--- config.mk ---
export PLATFORM = sky130hd
export DESIGN_NAME = integer_field_formatter_top_flat
export DESIGN_NICKNAME = d
export VERILOG_FILES = /design/src/hdl/iff_pkg.sv /design/src/hdl/iff_req_if.sv /design/src/hdl/iff_chr_if.sv /design/src/hdl/iff_ctrl.sv /design/src/hdl/iff_dp.sv /design/src/hdl/integer_field_formatter_top.sv /design/src/flat_wrapper.sv
export VERILOG_INCLUDE_DIRS = /design/src /design/src/hdl
export SDC_FILE = /design/constraint.sdc
export NUM_CORES = 1
export LEC_CHECK = 0
export BUFFER_PORTS_ARGS = -buffer_cell sky130_fd_sc_hd__buf_2
export CAP_MARGIN = 20
export CORE_ASPECT_RATIO = 0.9
export CORE_UTILIZATION = 25
export DETAILED_ROUTE_END_ITERATION = 7
export PLACE_DENSITY = 0.48
export SLEW_MARGIN = 25
export SYNTH_ARGS = -nofsm -noshare
export SYNTH_HDL_FRONTEND = slang
export SYNTH_SLANG_ARGS = --single-unit
export TNS_END_PERCENT = 100
--- constraint.sdc ---
create_clock -name clk_i -period 13.1 [get_ports clk_i]
set_clock_uncertainty 0.15 [all_clocks]
set_input_delay 1.965 -clock clk_i [delete_from_list [all_inputs] [get_ports clk_i]]
set_output_delay 1.965 -clock clk_i [all_outputs]
set_load 0.005 [all_outputs]
--- src/hdl/integer_field_formatter_top_defines.svh ---
// Assertion macros shared by the integer field formatter RTL.
`ifndef INTEGER_FIELD_FORMATTER_TOP_DEFINES_SVH
`define INTEGER_FIELD_FORMATTER_TOP_DEFINES_SVH
`ifndef NO_ASSERTIONS
// Property checked on every clock edge while out of reset.
`define IFF_ASSERT(lbl, prop, msg) \
  lbl: assert property (@(posedge clk_i) disable iff (!rst_ni) (prop)) else $error(msg);
// Antecedent in this cycle implies the consequent in the next cycle.
`define IFF_ASSERT_NEXT(lbl, ante, cons, msg) \
  lbl: assert property (@(posedge clk_i) disable iff (!rst_ni) (ante) |=> (cons)) else $error(msg);
`else
`define IFF_ASSERT(lbl, prop, msg)
`define IFF_ASSERT_NEXT(lbl, ante, cons, msg)
`endif
`endif

--- src/hdl/iff_pkg.sv ---
// Types, codes and character tables of the integer field formatter.
`default_nettype none
package iff_pkg;

  typedef enum logic [2:0] {
    MODE_SDEC = 3'd0,
    MODE_UDEC = 3'd1,
    MODE_HEXL = 3'd2,
    MODE_HEXU = 3'd3,
    MODE_OCT  = 3'd4,
    MODE_BIN  = 3'd5,
    MODE_PTR  = 3'd6,
    MODE_CHAR = 3'd7
  } mode_e;

  // Bit positions in the flag field.
  localparam int FL_LEFT  = 0;
  localparam int FL_PLUS  = 1;
  localparam int FL_SPACE = 2;
  localparam int FL_ZERO  = 3;
  localparam int FL_ALT   = 4;

  localparam logic [7:0] CH_SPACE = 8'h20;
  localparam logic [7:0] CH_ZERO  = 8'h30;
  localparam logic [7:0] CH_MINUS = 8'h2D;
  localparam logic [7:0] CH_PLUS  = 8'h2B;
  localparam logic [7:0] CH_LX    = 8'h78;
  localparam logic [7:0] CH_UX    = 8'h58;

  // Digit count used by pointer conversions when no precision is given.
  localparam logic [5:0] PTR_PREC = 6'd8;

  localparam logic [127:0] LOWER_DIGITS = "0123456789abcdef";
  localparam logic [127:0] UPPER_DIGITS = "0123456789ABCDEF";

  typedef enum logic [2:0] {
    ST_IDLE,
    ST_CONV,
    ST_COUNT,
    ST_LAYOUT,
    ST_EMIT
  } state_e;

  typedef struct packed {
    logic load;
    logic conv_step;
    logic count_step;
    logic layout;
    logic emit;
  } cmd_t;

  typedef struct packed {
    logic is_dec;
    logic conv_done;
    logic count_done;
    logic empty;
    logic out_free;
    logic emit_last;
  } sts_t;

  function automatic logic [7:0] digit_char(input logic [3:0] d, input logic upper);
    logic [6:0] base;
    base = {3'd0, 4'd15 - d} << 3;
    if (upper) begin
      return UPPER_DIGITS[base +: 8];
    end
    return LOWER_DIGITS[base +: 8];
  endfunction

endpackage
`default_nettype wire

--- src/hdl/iff_req_if.sv ---
// Request channel: one conversion request per transfer.
`default_nettype none
interface iff_req_if #(parameter int VALUE_BITS = 32);
  logic                  valid;
  logic                  ready;
  logic [2:0]            mode;
  logic [VALUE_BITS-1:0] value;
  logic [4:0]            flag_bits;
  logic [6:0]            field_width;
  logic signed [6:0]     digit_precision;

  modport source(output valid, mode, value, flag_bits, field_width, digit_precision,
                 input ready);
  modport sink(input valid, mode, value, flag_bits, field_width, digit_precision,
               output ready);
endinterface
`default_nettype wire

--- src/hdl/iff_chr_if.sv ---
// Character channel: one output character per transfer.
`default_nettype none
interface iff_chr_if;
  logic       valid;
  logic       ready;
  logic [7:0] char_out;
  logic       last_char;

  modport source(output valid, char_out, last_char, input ready);
  modport sink(input valid, char_out, last_char, output ready);
endinterface
`default_nettype wire

--- src/hdl/iff_ctrl.sv ---
// Controller state machine that sequences one conversion request.
`default_nettype none
module iff_ctrl (
  input  wire logic         clk_i,
  input  wire logic         rst_ni,
  input  wire logic         in_valid_i,
  output logic              in_ready_o,
  output iff_pkg::cmd_t     cmd_o,
  input  wire iff_pkg::sts_t sts_i
);

  iff_pkg::state_e state_q, state_d;

  always_ff @(posedge clk_i or negedge rst_ni) begin
    if (!rst_ni) begin
      state_q <= iff_pkg::ST_IDLE;
    end else begin
      state_q <= state_d;
    end
  end

  always_comb begin
    state_d    = state_q;
    cmd_o      = '0;
    in_ready_o = 1'b0;
    case (state_q)
      iff_pkg::ST_IDLE: begin
        in_ready_o = 1'b1;
        if (in_valid_i) begin
          cmd_o.load = 1'b1;
          state_d    = iff_pkg::ST_CONV;
        end
      end
      iff_pkg::ST_CONV: begin
        // Only decimal modes need the binary to BCD pass.
        if (!sts_i.is_dec) begin
          state_d = iff_pkg::ST_COUNT;
        end else begin
          cmd_o.conv_step = 1'b1;
          if (sts_i.conv_done) begin
            state_d = iff_pkg::ST_COUNT;
          end
        end
      end
      iff_pkg::ST_COUNT: begin
        cmd_o.count_step = 1'b1;
        if (sts_i.count_done) begin
          state_d = iff_pkg::ST_LAYOUT;
        end
      end
      iff_pkg::ST_LAYOUT: begin
        cmd_o.layout = 1'b1;
        state_d      = iff_pkg::ST_EMIT;
      end
      iff_pkg::ST_EMIT: begin
        if (sts_i.empty) begin
          state_d = iff_pkg::ST_IDLE;
        end else if (sts_i.out_free) begin
          cmd_o.emit = 1'b1;
          if (sts_i.emit_last) begin
            state_d = iff_pkg::ST_IDLE;
          end
        end
      end
      default: begin
        state_d = iff_pkg::ST_IDLE;
      end
    endcase
  end

endmodule
`default_nettype wire

--- src/hdl/iff_dp.sv ---
// Datapath: request registers, BCD conversion, digit count, layout and output stage.
`default_nettype none
module iff_dp #(
  parameter int VALUE_BITS = 32,
  parameter int MAX_FIELD  = 64
) (
  input  wire logic                  clk_i,
  input  wire logic                  rst_ni,
  input  wire iff_pkg::cmd_t         cmd_i,
  output iff_pkg::sts_t              sts_o,
  input  wire logic [2:0]            mode_i,
  input  wire logic [VALUE_BITS-1:0] value_i,
  input  wire logic [4:0]            flag_bits_i,
  input  wire logic [6:0]            field_width_i,
  input  wire logic signed [6:0]     digit_precision_i,
  output logic [7:0]                 char_out_o,
  output logic                       last_char_o,
  output logic                       out_valid_o,
  input  wire logic                  out_ready_i
);

  localparam int NDEC = ((VALUE_BITS * 1233) >> 12) + 1;
  localparam int BW   = 4 * NDEC;
  localparam int WW   = (BW > VALUE_BITS + 3) ? BW : VALUE_BITS + 3;
  localparam int CW   = $clog2(VALUE_BITS);
  localparam int NW   = $clog2(MAX_FIELD + 1);

  // Request registers.
  iff_pkg::mode_e        mode_q;
  logic                  is_dec_q, upper_q, left_q, zpad_q, pgiven_q, kill_q;
  logic [5:0]            prec_q;
  logic [6:0]            width_q;
  logic [1:0]            plen_q;
  logic [7:0]            pfx0_q, pfx1_q;
  logic [VALUE_BITS-1:0] sh_q;
  logic [WW-1:0]         w_q, cw_q;
  logic [CW-1:0]         cnt_q;
  logic [6:0]            dlen_q;

  // Layout registers.
  logic [7:0]    s1_q, s2_q, s3_q, s4_q;
  logic [NW-1:0] totc_q, n_q;

  // Output stage.
  logic       out_valid_q, out_valid_d;
  logic [7:0] char_q;
  logic       last_q;

  // Load decode.
  logic                  neg, vnz, given, kill, zpad;
  logic [VALUE_BITS-1:0] vabs;
  logic [5:0]            pval;
  logic [1:0]            plen;
  logic [7:0]            pfx0, pfx1;
  iff_pkg::mode_e        mode_in;

  always_comb begin
    mode_in = iff_pkg::mode_e'(mode_i);
    neg     = (mode_in == iff_pkg::MODE_SDEC) && value_i[VALUE_BITS-1];
    vabs    = neg ? (~value_i + 1'b1) : value_i;
    vnz     = |value_i;
    given   = !digit_precision_i[6];
    pval    = digit_precision_i[5:0];
    plen    = 2'd0;
    pfx0    = iff_pkg::CH_ZERO;
    pfx1    = iff_pkg::CH_LX;
    case (mode_in)
      iff_pkg::MODE_SDEC: begin
        if (neg) begin
          pfx0 = iff_pkg::CH_MINUS;
          plen = 2'd1;
        end else if (flag_bits_i[iff_pkg::FL_PLUS]) begin
          pfx0 = iff_pkg::CH_PLUS;
          plen = 2'd1;
        end else if (flag_bits_i[iff_pkg::FL_SPACE]) begin
          pfx0 = iff_pkg::CH_SPACE;
          plen = 2'd1;
        end
      end
      iff_pkg::MODE_HEXL: begin
        if (flag_bits_i[iff_pkg::FL_ALT] && vnz) begin
          plen = 2'd2;
        end
      end
      iff_pkg::MODE_HEXU: begin
        pfx1 = iff_pkg::CH_UX;
        if (flag_bits_i[iff_pkg::FL_ALT] && vnz) begin
          plen = 2'd2;
        end
      end
      iff_pkg::MODE_OCT: begin
        if (flag_bits_i[iff_pkg::FL_ALT] && vnz) begin
          plen = 2'd1;
        end
      end
      iff_pkg::MODE_PTR: begin
        plen = 2'd2;
        if (!given) begin
          given = 1'b1;
          pval  = iff_pkg::PTR_PREC;
        end
      end
      iff_pkg::MODE_CHAR: begin
        given = 1'b0;
      end
      default: begin
      end
    endcase
    kill = (mode_in != iff_pkg::MODE_PTR) && (mode_in != iff_pkg::MODE_CHAR) &&
           given && (pval == 6'd0) && !vnz;
    zpad = flag_bits_i[iff_pkg::FL_ZERO] && !flag_bits_i[iff_pkg::FL_LEFT] && !given &&
           (mode_in != iff_pkg::MODE_CHAR);
  end

  // Digit width per mode: binary 1 bit, octal 3 bits, else 4 bits (hex or BCD).
  logic is_bin, is_oct, is_char;
  assign is_bin  = (mode_q == iff_pkg::MODE_BIN);
  assign is_oct  = (mode_q == iff_pkg::MODE_OCT);
  assign is_char = (mode_q == iff_pkg::MODE_CHAR);

  // Double-dabble step: add 3 to each BCD digit of five or more, then shift in one bit.
  logic [BW-1:0] adj;
  logic [BW-1:0] bcd_nx;
  always_comb begin
    for (int i = 0; i < NDEC; i++) begin
      adj[4*i +: 4] = (w_q[4*i +: 4] >= 4'd5) ? (w_q[4*i +: 4] + 4'd3) : w_q[4*i +: 4];
    end
    bcd_nx = {adj[BW-2:0], sh_q[VALUE_BITS-1]};
  end

  logic [WW-1:0] cw_sh;
  always_comb begin
    if (is_bin) begin
      cw_sh = cw_q >> 1;
    end else if (is_oct) begin
      cw_sh = cw_q >> 3;
    end else begin
      cw_sh = cw_q >> 4;
    end
  end

  // Layout of the field from the digit count.
  logic [6:0]    dlen_e, zeros;
  logic [7:0]    body, w8, pad, tot, s1, s2, s3, s4;
  logic [NW-1:0] totc;
  always_comb begin
    dlen_e = is_char ? 7'd1 : (kill_q ? 7'd0 : dlen_q);
    zeros  = (pgiven_q && ({1'b0, prec_q} > dlen_e)) ? ({1'b0, prec_q} - dlen_e) : 7'd0;
    body   = {6'd0, plen_q} + {1'b0, zeros} + {1'b0, dlen_e};
    w8     = {1'b0, width_q};
    pad    = (w8 > body) ? (w8 - body) : 8'd0;
    tot    = (w8 > body) ? w8 : body;
    totc   = (tot > 8'(MAX_FIELD)) ? NW'(MAX_FIELD) : tot[NW-1:0];
    s1     = (!zpad_q && !left_q) ? pad : 8'd0;
    s2     = s1 + {6'd0, plen_q};
    s3     = s2 + (zpad_q ? (pad + {1'b0, zeros}) : {1'b0, zeros});
    s4     = s3 + {1'b0, dlen_e};
  end

  // Character at the current output position.
  logic [7:0]    n8, di, dch, ch;
  logic [9:0]    sa;
  logic [WW-1:0] wsh;
  logic [3:0]    d4;
  logic          last;
  always_comb begin
    n8  = 8'(n_q);
    di  = s4_q - 8'd1 - n8;
    if (is_bin) begin
      sa = {2'd0, di};
    end else if (is_oct) begin
      sa = {2'd0, di} + {1'b0, di, 1'b0};
    end else begin
      sa = {di, 2'd0};
    end
    wsh = w_q >> sa;
    if (is_bin) begin
      d4 = {3'd0, wsh[0]};
    end else if (is_oct) begin
      d4 = {1'b0, wsh[2:0]};
    end else begin
      d4 = wsh[3:0];
    end
    dch = is_char ? w_q[7:0] : iff_pkg::digit_char(d4, upper_q);
    if (n8 < s1_q) begin
      ch = iff_pkg::CH_SPACE;
    end else if (n8 < s2_q) begin
      ch = (n8 == s1_q) ? pfx0_q : pfx1_q;
    end else if (n8 < s3_q) begin
      ch = iff_pkg::CH_ZERO;
    end else if (n8 < s4_q) begin
      ch = dch;
    end else begin
      ch = iff_pkg::CH_SPACE;
    end
    last = (n_q == totc_q - 1'b1);
  end

  always_ff @(posedge clk_i) begin
    if (cmd_i.load) begin
      mode_q   <= mode_in;
      is_dec_q <= (mode_in == iff_pkg::MODE_SDEC) || (mode_in == iff_pkg::MODE_UDEC);
      upper_q  <= (mode_in == iff_pkg::MODE_HEXU);
      left_q   <= flag_bits_i[iff_pkg::FL_LEFT];
      zpad_q   <= zpad;
      pgiven_q <= given;
      prec_q   <= pval;
      kill_q   <= kill;
      width_q  <= field_width_i;
      plen_q   <= plen;
      pfx0_q   <= pfx0;
      pfx1_q   <= pfx1;
      sh_q     <= vabs;
      cnt_q    <= '0;
      dlen_q   <= 7'd0;
      if ((mode_in == iff_pkg::MODE_SDEC) || (mode_in == iff_pkg::MODE_UDEC)) begin
        w_q  <= '0;
        cw_q <= '0;
      end else begin
        w_q  <= WW'(vabs);
        cw_q <= WW'(vabs);
      end
    end
    if (cmd_i.conv_step) begin
      w_q   <= WW'(bcd_nx);
      cw_q  <= WW'(bcd_nx);
      sh_q  <= sh_q << 1;
      cnt_q <= cnt_q + 1'b1;
    end
    if (cmd_i.count_step) begin
      cw_q   <= cw_sh;
      dlen_q <= dlen_q + 7'd1;
    end
    if (cmd_i.layout) begin
      s1_q   <= s1;
      s2_q   <= s2;
      s3_q   <= s3;
      s4_q   <= s4;
      totc_q <= totc;
      n_q    <= '0;
    end
    if (cmd_i.emit) begin
      n_q    <= n_q + 1'b1;
      char_q <= ch;
      last_q <= last;
    end
  end

  assign out_valid_d = cmd_i.emit | (out_valid_q & ~out_ready_i);

  always_ff @(posedge clk_i or negedge rst_ni) begin
    if (!rst_ni) begin
      out_valid_q <= 1'b0;
    end else begin
      out_valid_q <= out_valid_d;
    end
  end

  always_comb begin
    sts_o.is_dec     = is_dec_q;
    sts_o.conv_done  = (cnt_q == CW'(VALUE_BITS - 1));
    sts_o.count_done = (cw_sh == '0);
    sts_o.empty      = (totc_q == '0);
    sts_o.out_free   = !out_valid_q || out_ready_i;
    sts_o.emit_last  = last;
  end

  assign char_out_o  = char_q;
  assign last_char_o = last_q;
  assign out_valid_o = out_valid_q;

endmodule
`default_nettype wire

--- src/hdl/integer_field_formatter_top.sv ---
// Top level of the integer field formatter: controller, datapath and assertions.
//
// The block takes one printf-style integer conversion request per transfer on req_i and
// sends the characters of the formatted field on chr_o, one per transfer, with last_char
// set on the final one. Requests are handled one at a time. A request is first captured.
// It then goes through the bit-serial binary to BCD converter when the mode is signed or
// unsigned decimal, and passes straight on otherwise. After that come the digit counter
// and the layout step. Finally the characters are emitted, each while the output register
// is free or chr_o is ready, or the request ends there when the field is empty.
// A request that produces no characters gives no transfer on chr_o. At most MAX_FIELD
// characters are sent per request; the last of them is marked. The output register lets
// the next request be accepted while the final character of the previous one still waits.
`default_nettype none
`include "integer_field_formatter_top_defines.svh"
module integer_field_formatter_top #(
  parameter int VALUE_BITS = 32,
  parameter int MAX_FIELD  = 64
) (
  input wire logic  clk_i,
  input wire logic  rst_ni,
  iff_req_if.sink   req_i,
  iff_chr_if.source chr_o
);

  iff_pkg::cmd_t cmd;
  iff_pkg::sts_t sts;

  // The controller owns the request handshake; the datapath owns the output register.
  iff_ctrl u_ctrl (
    .clk_i      (clk_i),
    .rst_ni     (rst_ni),
    .in_valid_i (req_i.valid),
    .in_ready_o (req_i.ready),
    .cmd_o      (cmd),
    .sts_i      (sts)
  );

  iff_dp #(
    .VALUE_BITS (VALUE_BITS),
    .MAX_FIELD  (MAX_FIELD)
  ) u_dp (
    .clk_i             (clk_i),
    .rst_ni            (rst_ni),
    .cmd_i             (cmd),
    .sts_o             (sts),
    .mode_i            (req_i.mode),
    .value_i           (req_i.value),
    .flag_bits_i       (req_i.flag_bits),
    .field_width_i     (req_i.field_width),
    .digit_precision_i (req_i.digit_precision),
    .char_out_o        (chr_o.char_out),
    .last_char_o       (chr_o.last_char),
    .out_valid_o       (chr_o.valid),
    .out_ready_i       (chr_o.ready)
  );

  // No character is produced while a new request may be taken.
  `IFF_ASSERT(a_no_emit_when_ready, !(req_i.ready && cmd.emit), "emit while ready for a request")
  // A character is only loaded when the output register is free.
  `IFF_ASSERT(a_emit_needs_slot, (!cmd.emit || sts.out_free), "emit overwrote a pending character")
  // After a request transfer the block is busy.
  `IFF_ASSERT_NEXT(a_busy_after_load, req_i.valid && req_i.ready, !req_i.ready, "ready after load")
  // Loading the final character returns the block to accepting requests.
  `IFF_ASSERT_NEXT(a_ready_after_last, cmd.emit && sts.emit_last, req_i.ready, "not ready after last")

endmodule
`default_nettype wire

--- src/flat_wrapper.sv ---
// flat-port wrapper written by rule: the top's interface ports become plain ports
module integer_field_formatter_top_flat 
#(
  parameter int VALUE_BITS = 32,
  parameter int MAX_FIELD  = 64
)
  (clk_i, rst_ni, req_i_valid, req_i_mode, req_i_value, req_i_flag_bits, req_i_field_width, req_i_digit_precision, req_i_ready, chr_o_valid, chr_o_char_out, chr_o_last_char, chr_o_ready);
  iff_req_if #(.VALUE_BITS(VALUE_BITS)) req_i_i ();
  iff_chr_if chr_o_i ();
  input wire logic clk_i;
  input wire logic rst_ni;
  input wire logic [$bits(req_i_i.valid)-1:0] req_i_valid;
  input wire logic [$bits(req_i_i.mode)-1:0] req_i_mode;
  input wire logic [$bits(req_i_i.value)-1:0] req_i_value;
  input wire logic [$bits(req_i_i.flag_bits)-1:0] req_i_flag_bits;
  input wire logic [$bits(req_i_i.field_width)-1:0] req_i_field_width;
  input wire logic [$bits(req_i_i.digit_precision)-1:0] req_i_digit_precision;
  output wire logic [$bits(req_i_i.ready)-1:0] req_i_ready;
  output wire logic [$bits(chr_o_i.valid)-1:0] chr_o_valid;
  output wire logic [$bits(chr_o_i.char_out)-1:0] chr_o_char_out;
  output wire logic [$bits(chr_o_i.last_char)-1:0] chr_o_last_char;
  input wire logic [$bits(chr_o_i.ready)-1:0] chr_o_ready;
  assign req_i_i.valid = req_i_valid;
  assign req_i_i.mode = req_i_mode;
  assign req_i_i.value = req_i_value;
  assign req_i_i.flag_bits = req_i_flag_bits;
  assign req_i_i.field_width = req_i_field_width;
  assign req_i_i.digit_precision = req_i_digit_precision;
  assign req_i_ready = req_i_i.ready;
  assign chr_o_valid = chr_o_i.valid;
  assign chr_o_char_out = chr_o_i.char_out;
  assign chr_o_last_char = chr_o_i.last_char;
  assign chr_o_i.ready = chr_o_ready;
  integer_field_formatter_top #(.VALUE_BITS(VALUE_BITS), .MAX_FIELD(MAX_FIELD)) u_core (.clk_i(clk_i), .rst_ni(rst_ni), .req_i(req_i_i), .chr_o(chr_o_i));
endmodule
==> results of run 1 <==
[per-layer routing]
metal / up-vias / part of all wire / GRT usage
li1: 6576 / - / -
met1: 6545 / 0.51 / 0.220
met2: 382 / 0.42 / 0.213
met3: 55 / 0.055 / 0.0184
met4: 0 / 0.019 / 0.0345
met5: - / 0 / 0
[worst max-delay path: cells and delay by family (launching register included)]
family                   cells  cell delay [ns]
XOR/XNOR                     1             0.08
adder cells (fa/ha/maj)      9             3.46
AO/OA/AOI/OAI               15             2.94
buffers and inverters        3             0.65
AND/OR/NAND/NOR              8             2.14
flip-flops                   1             0.35
[cells in the mapped netlist, types with 9 or more instances]
master,number,share of area
sky130_fd_sc_hd__a21o_1,17,0.0078
sky130_fd_sc_hd__o31ai_1,20,0.0092
sky130_fd_sc_hd__mux2i_1,55,0.034
sky130_fd_sc_hd__and2_1,17,0.0065
sky130_fd_sc_hd__a211oi_1,24,0.011
sky130_fd_sc_hd__a211o_1,13,0.0070
sky130_fd_sc_hd__nor3_1,42,0.013
sky130_fd_sc_hd__nand4_1,14,0.0054
sky130_fd_sc_hd__nor2_1,188,0.043
sky130_fd_sc_hd__nor3b_1,11,0.0050
sky130_fd_sc_hd__o21a_1,13,0.0060
sky130_fd_sc_hd__edfxtp_1,206,0.38
sky130_fd_sc_hd__o21ai_0,110,0.034
sky130_fd_sc_hd__ha_1,120,0.092
sky130_fd_sc_hd__o21bai_1,11,0.0050
sky130_fd_sc_hd__fa_1,11,0.013
sky130_fd_sc_hd__buf_2,10,0.0031
sky130_fd_sc_hd__a311oi_1,10,0.0054
sky130_fd_sc_hd__xnor2_1,72,0.039
sky130_fd_sc_hd__inv_1,105,0.024
sky130_fd_sc_hd__o22ai_1,9,0.0034
sky130_fd_sc_hd__nand3_1,63,0.019
sky130_fd_sc_hd__clkbuf_1,63,0.014
sky130_fd_sc_hd__xor2_1,37,0.020
sky130_fd_sc_hd__a21oi_1,166,0.051
sky130_fd_sc_hd__nand2b_1,25,0.0096
sky130_fd_sc_hd__nand2_1,135,0.031
sky130_fd_sc_hd__nor4_1,14,0.0054
sky130_fd_sc_hd__o211ai_1,19,0.0087
sky130_fd_sc_hd__and3_1,16,0.0061
sky130_fd_sc_hd__buf_1,10,0.0023
sky130_fd_sc_hd__nor2b_1,14,0.0054
[registers in the layout, indices dropped and copies added, names as in the netlist, 8 cells and up]
signal and count:
u_core.u_dp.char_out_o 8, u_core.u_dp.cw_q 39, u_core.u_dp.s1_q 8, u_core.u_dp.s2_q 8, u_core.u_dp.s3_q 8, u_core.u_dp.s4_q 8, u_core.u_dp.sh_q 32, u_core.u_dp.w_q 40
[cell type report]
class                           count  share of cell area
Timing Repair Buffer               88              0.0266
Inverter                          107              0.0218
Tap cell                          855              0.0580
Clock buffer                       34              0.0381
Clock inverter                     14             0.00781
Sequential cell                   211               0.342
Multi-Input combinational cell   1370               0.506
[kinds of logic (layout without fill, tap and decap cells)]
group,count (synthesis),after routing,synth area share
and+or+nand+nor,579,579,0.169
AOI/OAI and AO/OA,481,481,0.186
DFF,211,211,0.386
buffers and inverters,195,243,0.0465
adders and majority gates,132,132,0.106
xor gates and xnor gates,110,110,0.0597
muxes,68,68,0.0474
[stage by stage]
stage / util / cells
after floorplan: - / 1776
after global placement: 0.273 / 2631
after detailed placement: 0.273 / 2631
after CTS: 0.286 / 2679
after global routing: 0.286 / 2679
final: 0.286 / 2679
[how the worst min path moves through the flow]
| stage | startpoint | end | slack (ns) | cells after the start |
|---|---|---|---|---|
| finish | u_core.u_dp.sh_q[0] | u_core.u_dp.sh_q[0] | 0.34 | 2 |
| global route | u_core.u_dp.sh_q[0] | u_core.u_dp.sh_q[0] | 0.38 | 2 |
| CTS | u_core.u_dp.sh_q[0] | u_core.u_dp.sh_q[0] | 0.34 | 2 |
| detailed placement | u_core.u_dp.sh_q[0] | u_core.u_dp.sh_q[0] | 0.32 | 2 |
| global placement | u_core.u_dp.sh_q[0] | u_core.u_dp.sh_q[0] | 0.31 | 2 |
| floorplan | u_core.u_dp.sh_q[0] | u_core.u_dp.sh_q[0] | 0.29 | 2 |
==> out/summary.txt, run 1 <==
========================================================================================
Run status ................................................................    completed
Via density ...............................................................         5.06
Vertical extent of the die ................................................       245 µm
Number of setup buffers added after CTS ...................................            0
Slew at the pin closest to its max-slew limit .............................     0.948 ns
Clock root buffer ......................................................... sky130_fd_sc_hd__clkbuf_16
Post-detailed-routing wire length .........................................     48900 µm
Area enclosed by the die boundary .........................................    66500 µm²
Fraction of registers with async set or reset after synthesis .............       0.0190
Minimum setup slack in the final design ...................................      3.02 ns
R2R Path End .............................................................. u_core.u_dp.s4_q[7]
Register-to-register path setup slack .....................................      3.02 ns
Highest-count cells in the layout ignoring fill and taps .................. sky130_fd_sc_hd__edfxtp_1 (206), sky130_fd_sc_hd__nor2_1 (188), sky130_fd_sc_hd__a21oi_1 (166)
Number of global-route vias before repair .................................        13000
Slew headroom .............................................................        0.367
Footprint of the multi-input gates ........................................     9320 µm²
Number of synthesized flops with an enable pin ............................          206
Vias after detailed routing ...............................................        13600
Clock-pin slew on the worst setup and hold paths ..........................      0.06 ns
Number of levels in the clock H-tree ......................................            1
Placed inst area ..........................................................    17600 µm²
Floorplan row count .......................................................           88
CP dominant cell by count ................................................. sky130_fd_sc_hd__ha_1
Critical path endpoint category ...........................................    flip-flop
Pin count of the biggest net entering global routing ......................           89
Maximum net fanout on the critical path ...................................           59
Crit share post-route .....................................................        0.770
Pre-CTS setup slack .......................................................      3.09 ns
CP required ...............................................................     13.23 ns
Number of pins exceeding their max-slew limit in the final report .........            0
R2R depth .................................................................           36
Total congestion overflow .................................................            0
Number of filler cells placed in the layout ...............................         6779
Clock buffer count from CTS ...............................................           27
Fraction of the yosys area taken by sequential cells ......................        0.386
Initial antenna violation count ...........................................            1
Layout overhead on the synthesized area ...................................        12.7%
Syn Inst Count ............................................................         1776
Share of cells above drive strength 1 .....................................       0.0921
Final setup TNS ...........................................................         0 ns
Layout net count ..........................................................         1994
PostCTS Resize Cnt ........................................................            0
Final worst path period need ..............................................     10.08 ns
Horizontal die dimension ..................................................       272 µm
Layout Cell Area excl Fill ................................................    18400 µm²
Setup violation total in the final timing report ..........................            0
Effective utilization at floorplan ........................................        0.254
Source of the critical timing path ........................................ u_core.u_dp.mode_q[0]
Antenna diode count .......................................................            0
# DRC .....................................................................            0
Sequential cell area in the final layout ..................................     6310 µm²
Clock tree from TritonCTS .................................................          yes
Mapped Area ...............................................................    16400 µm²
Mapped Avg Cell Area ......................................................     9.21 µm²
Synthesized Nets ..........................................................         1965
# Max-Cap Violations ......................................................            0
Most common library cell in the layout ignoring fill and taps ............. sky130_fd_sc_hd__edfxtp_1
Final weighted congestion in routability-driven placement .................        0.890
Average routed wire per standard cell .....................................      18.3 µm
Reg2reg start ............................................................. u_core.u_dp.mode_q[0]
Number of sinks handled by clock tree synthesis ...........................          211
Setup crit end ............................................................ u_core.u_dp.s4_q[7]
Max stage delay on crit path ..............................................      0.63 ns
DP Wirelength .............................................................     36300 µm
Data arrival time of the critical path ....................................     10.21 ns
Clock latency at the later pin of the worst-skew pair .....................      0.56 ns
Crit path launch type .....................................................    flip-flop
Crit path max-delay cell type ............................................. sky130_fd_sc_hd__fa_1
Class of the tightest hold or removal check ............................... flip-flop to flip-flop
Number of search-and-repair iterations in the first detailed-routing pass .            6
Netlist cell types ........................................................           88
Count of synthesis-stage warnings from yosys ..............................            0
IO buf count ..............................................................           68
Global-route wire length before repair ....................................     76400 µm
Number of DRC violations after detailed-routing iteration 0 ...............         1027
Hold Buf Count CTS ........................................................            0
Area inside the core boundary .............................................    64400 µm²
Total of flip-flops plus latches after synthesis ..........................          211
Upper clock frequency limit ...............................................   0.0992 GHz
Most used DFF post-synth .................................................. sky130_fd_sc_hd__edfxtp_1
Number of hold violations in the final report .............................            0
Worst-case clock buffer depth .............................................            3
Start-to-end type of the worst setup path ................................. flip-flop to flip-flop
Aggregate global-route resource usage .....................................        0.144
Unrepaired setup endpoints after global routing ...........................        false
Residual antenna-violating net count after detailed routing ...............            0
Smallest hold slack .......................................................     0.340 ns
Boundary Pins .............................................................           69
========================================================================================
Power of run 1 is not shown: default switching activity piles up to over one toggle a cycle in this logic, so the estimate is an artifact.
==> run 2: changes to the inputs <==
- PLACE_DENSITY: 0.48 -> 0.49
- clock period: 13.1 -> 8.5 ns (I/O delays scaled with it)
==> run 2 against run 1 <==
Against the previous run: register-to-register slack got worse by 2.6 ns; flip-flop and latch count unchanged; fmax increased by 24%; cell count increased by 0.82%; clock-buffer cell count decreased by 5; utilization increased by 0.61 points.
==> out/summary.txt, run 2 (synthesis results as in run 1) <==
========================================================================================
Effective utilization at floorplan ........................................        0.254   unchanged
Final worst path period need ..............................................      8.10 ns   -1.98 ns
CP required ...............................................................      8.63 ns   -4.60 ns
Final Core Density ........................................................        0.292   +0.00608
Area enclosed by the die boundary .........................................    66500 µm²   unchanged
R2R Path End .............................................................. u_core.u_dp.s4_q[7]
Hold Crit Endpoint ........................................................ u_core.u_dp.sh_q[0]
Number of search-and-repair iterations in the first detailed-routing pass .            5   -1
Number of global-route vias before repair .................................        13100   +0.50%
Start-to-end type of the worst setup path ................................. flip-flop to flip-flop
Share of cells above drive strength 1 .....................................        0.124   +0.0314
Minimum setup slack in the final design ...................................     0.400 ns   -2.62 ns
WHS Path Cells ............................................................            2   unchanged
Maximum net fanout on the critical path ...................................            7   -88%
Setup violation total in the final timing report ..........................            0   unchanged
IO buf count ..............................................................           68   unchanged
Crit path max-delay cell type ............................................. sky130_fd_sc_hd__fa_1
Final setup TNS ...........................................................         0 ns   unchanged
DP Wirelength .............................................................     36500 µm   +0.45%
Layout overhead on the synthesized area ...................................        15.1%
Number of levels in the clock H-tree ......................................            1   unchanged
Number of flip-flops under the largest register name ......................           40   unchanged
Final weighted congestion in routability-driven placement .................        0.852   -4.3%
Number of DRC violations after detailed-routing iteration 0 ...............         1090   +6.1%
Highest-count cells in the layout ignoring fill and taps .................. sky130_fd_sc_hd__edfxtp_1 (206), sky130_fd_sc_hd__nor2_1 (183), sky130_fd_sc_hd__a21oi_1 (157)
Vertical extent of the die ................................................       245 µm   unchanged
Slew headroom .............................................................        0.353   -0.0135
Pin count of the biggest net entering global routing ......................           89   unchanged
Number of sinks handled by clock tree synthesis ...........................          211   unchanged
Clock tree from TritonCTS .................................................          yes
Area inside the core boundary .............................................    64400 µm²   unchanged
Residual antenna-violating net count after detailed routing ...............            0   unchanged
Max stage delay on crit path ..............................................      0.42 ns   -0.21 ns
Clock latency at the later pin of the worst-skew pair .....................      0.58 ns   +0.02 ns
Clock buffer count from CTS ...............................................           28   +3.7%
Worst min-delay path startpoint ........................................... u_core.u_dp.sh_q[0]
Layout Cells excl Fill ....................................................         2701   +0.82%
Upper clock frequency limit ...............................................    0.123 GHz   +24%
Reg2reg start ............................................................. u_core.u_dp.mode_q[2]
Layout net count ..........................................................         2013   +0.95%
Source of the critical timing path ........................................ u_core.u_dp.mode_q[2]
Initial antenna violation count ...........................................            0   -1
Clock root buffer ......................................................... sky130_fd_sc_hd__clkbuf_16
Worst-case clock buffer depth .............................................            3   unchanged
Critical path endpoint category ...........................................    flip-flop
Vias after detailed routing ...............................................        13600   +0.56%
Crit path launch type .....................................................    flip-flop
Largest registers in the final layout ..................................... u_core.u_dp.w_q x40, u_core.u_dp.cw_q x39, u_core.u_dp.sh_q x32
Average routed wire per standard cell .....................................      18.0 µm   -1.2%
Number of filler cells placed in the layout ...............................         6733   -0.68%
Floorplan row count .......................................................           88   unchanged
Sequential cell area in the final layout ..................................     6310 µm²   unchanged
# Max-Cap Violations ......................................................            0   unchanged
Slew at the pin closest to its max-slew limit .............................     0.970 ns   +0.0220 ns
Number of hold violations in the final report .............................            0   unchanged
Via density ...............................................................         5.05   -0.26%
Footprint of the multi-input gates ........................................     9470 µm²   +1.6%
Clock-pin slew on the worst setup and hold paths ..........................      0.06 ns   about the same
Horizontal die dimension ..................................................       272 µm   unchanged
Antenna diode count .......................................................            0   unchanged
CP dominant cell by count ................................................. sky130_fd_sc_hd__ha_1
Boundary Pins .............................................................           69   unchanged
Number of pins exceeding their max-slew limit in the final report .........            0   unchanged
Crit share post-route .....................................................        0.953   +0.183
Total congestion overflow .................................................            0   unchanged
Inst Count DP .............................................................         2640   +0.34%
Register with the most flip-flops ......................................... u_core.u_dp.w_q
Register-to-register path setup slack .....................................      0.40 ns   -2.62 ns
Data arrival time of the critical path ....................................      8.23 ns   -1.98 ns
Pre-CTS setup slack .......................................................    0.0617 ns   -3.03 ns
R2R depth .................................................................           37   +2.8%
Run status ................................................................    completed
Class of the tightest hold or removal check ............................... flip-flop to flip-flop
Global-route wire length before repair ....................................     76100 µm   -0.31%
Aggregate global-route resource usage .....................................        0.144   -0.000918
Post-detailed-routing wire length .........................................     48700 µm   -0.39%
Most common library cell in the layout ignoring fill and taps ............. sky130_fd_sc_hd__edfxtp_1
# DRC .....................................................................            0   unchanged
========================================================================================
-- run 2: layout make-up --
| class | count | share of cell area |
|---|---|---|
| Multi-Input combinational cell | 1370 | 0.503 |
| Tap cell | 855 | 0.0568 |
| Clock inverter | 23 | 0.0132 |
| Timing Repair Buffer | 106 | 0.0332 |
| Clock buffer | 29 | 0.0374 |
| Sequential cell | 211 | 0.335 |
| Inverter | 107 | 0.0213 |
-- run 2: critical path, delay by kind of cell, from the launching register on --
family,cells,cell delay (ns)
xor gates and xnor gates,4,0.71
buffers and inverters,2,0.23
and+or+nand+nor,11,1.67
DFF,1,0.39
AOI/OAI and AO/OA,12,1.98
adders and majority gates,8,2.67
-- run 2: what timing repair did --
item,CTS,global route
setup buffers,0,9
setup endpoints to repair,0,6
hold buffers,0,0
gates resized for setup,0,30
-- run 2: per-stage QoR --
stage          cell area [µm²]  hold WS [ns]
5_1_grt                  18800         0.352
2_1_floorplan            16400         0.294
3_5_place_dp             17700         0.331
6_report                 18800         0.340
4_1_cts                  18600         0.345
3_3_place_gp             17700         0.307
-- run 2: routing by layer --
layer	vias up	global-route usage	routed length (µm)
li1	6604	-	-
met1	6650	0.220	25000
met2	331	0.212	20600
met3	49	0.0151	2150
met4	0	0.0359	938
met5	-	0	0
-- run 2: worst max-delay path by stage --
stage                                     end  slack [ns]  depth (start not counted)
after floorplan           u_core.u_dp.s4_q[7]        0.03                         43
after global placement    u_core.u_dp.s4_q[7]        0.24                         34
after detailed placement  u_core.u_dp.s4_q[7]        0.06                         38
after CTS                 u_core.u_dp.s4_q[7]       0.001                         34
after global routing      u_core.u_dp.s4_q[7]       -0.13                         38
final                     u_core.u_dp.s4_q[7]        0.40                         37
Power of run 2 is left out for the same reason.
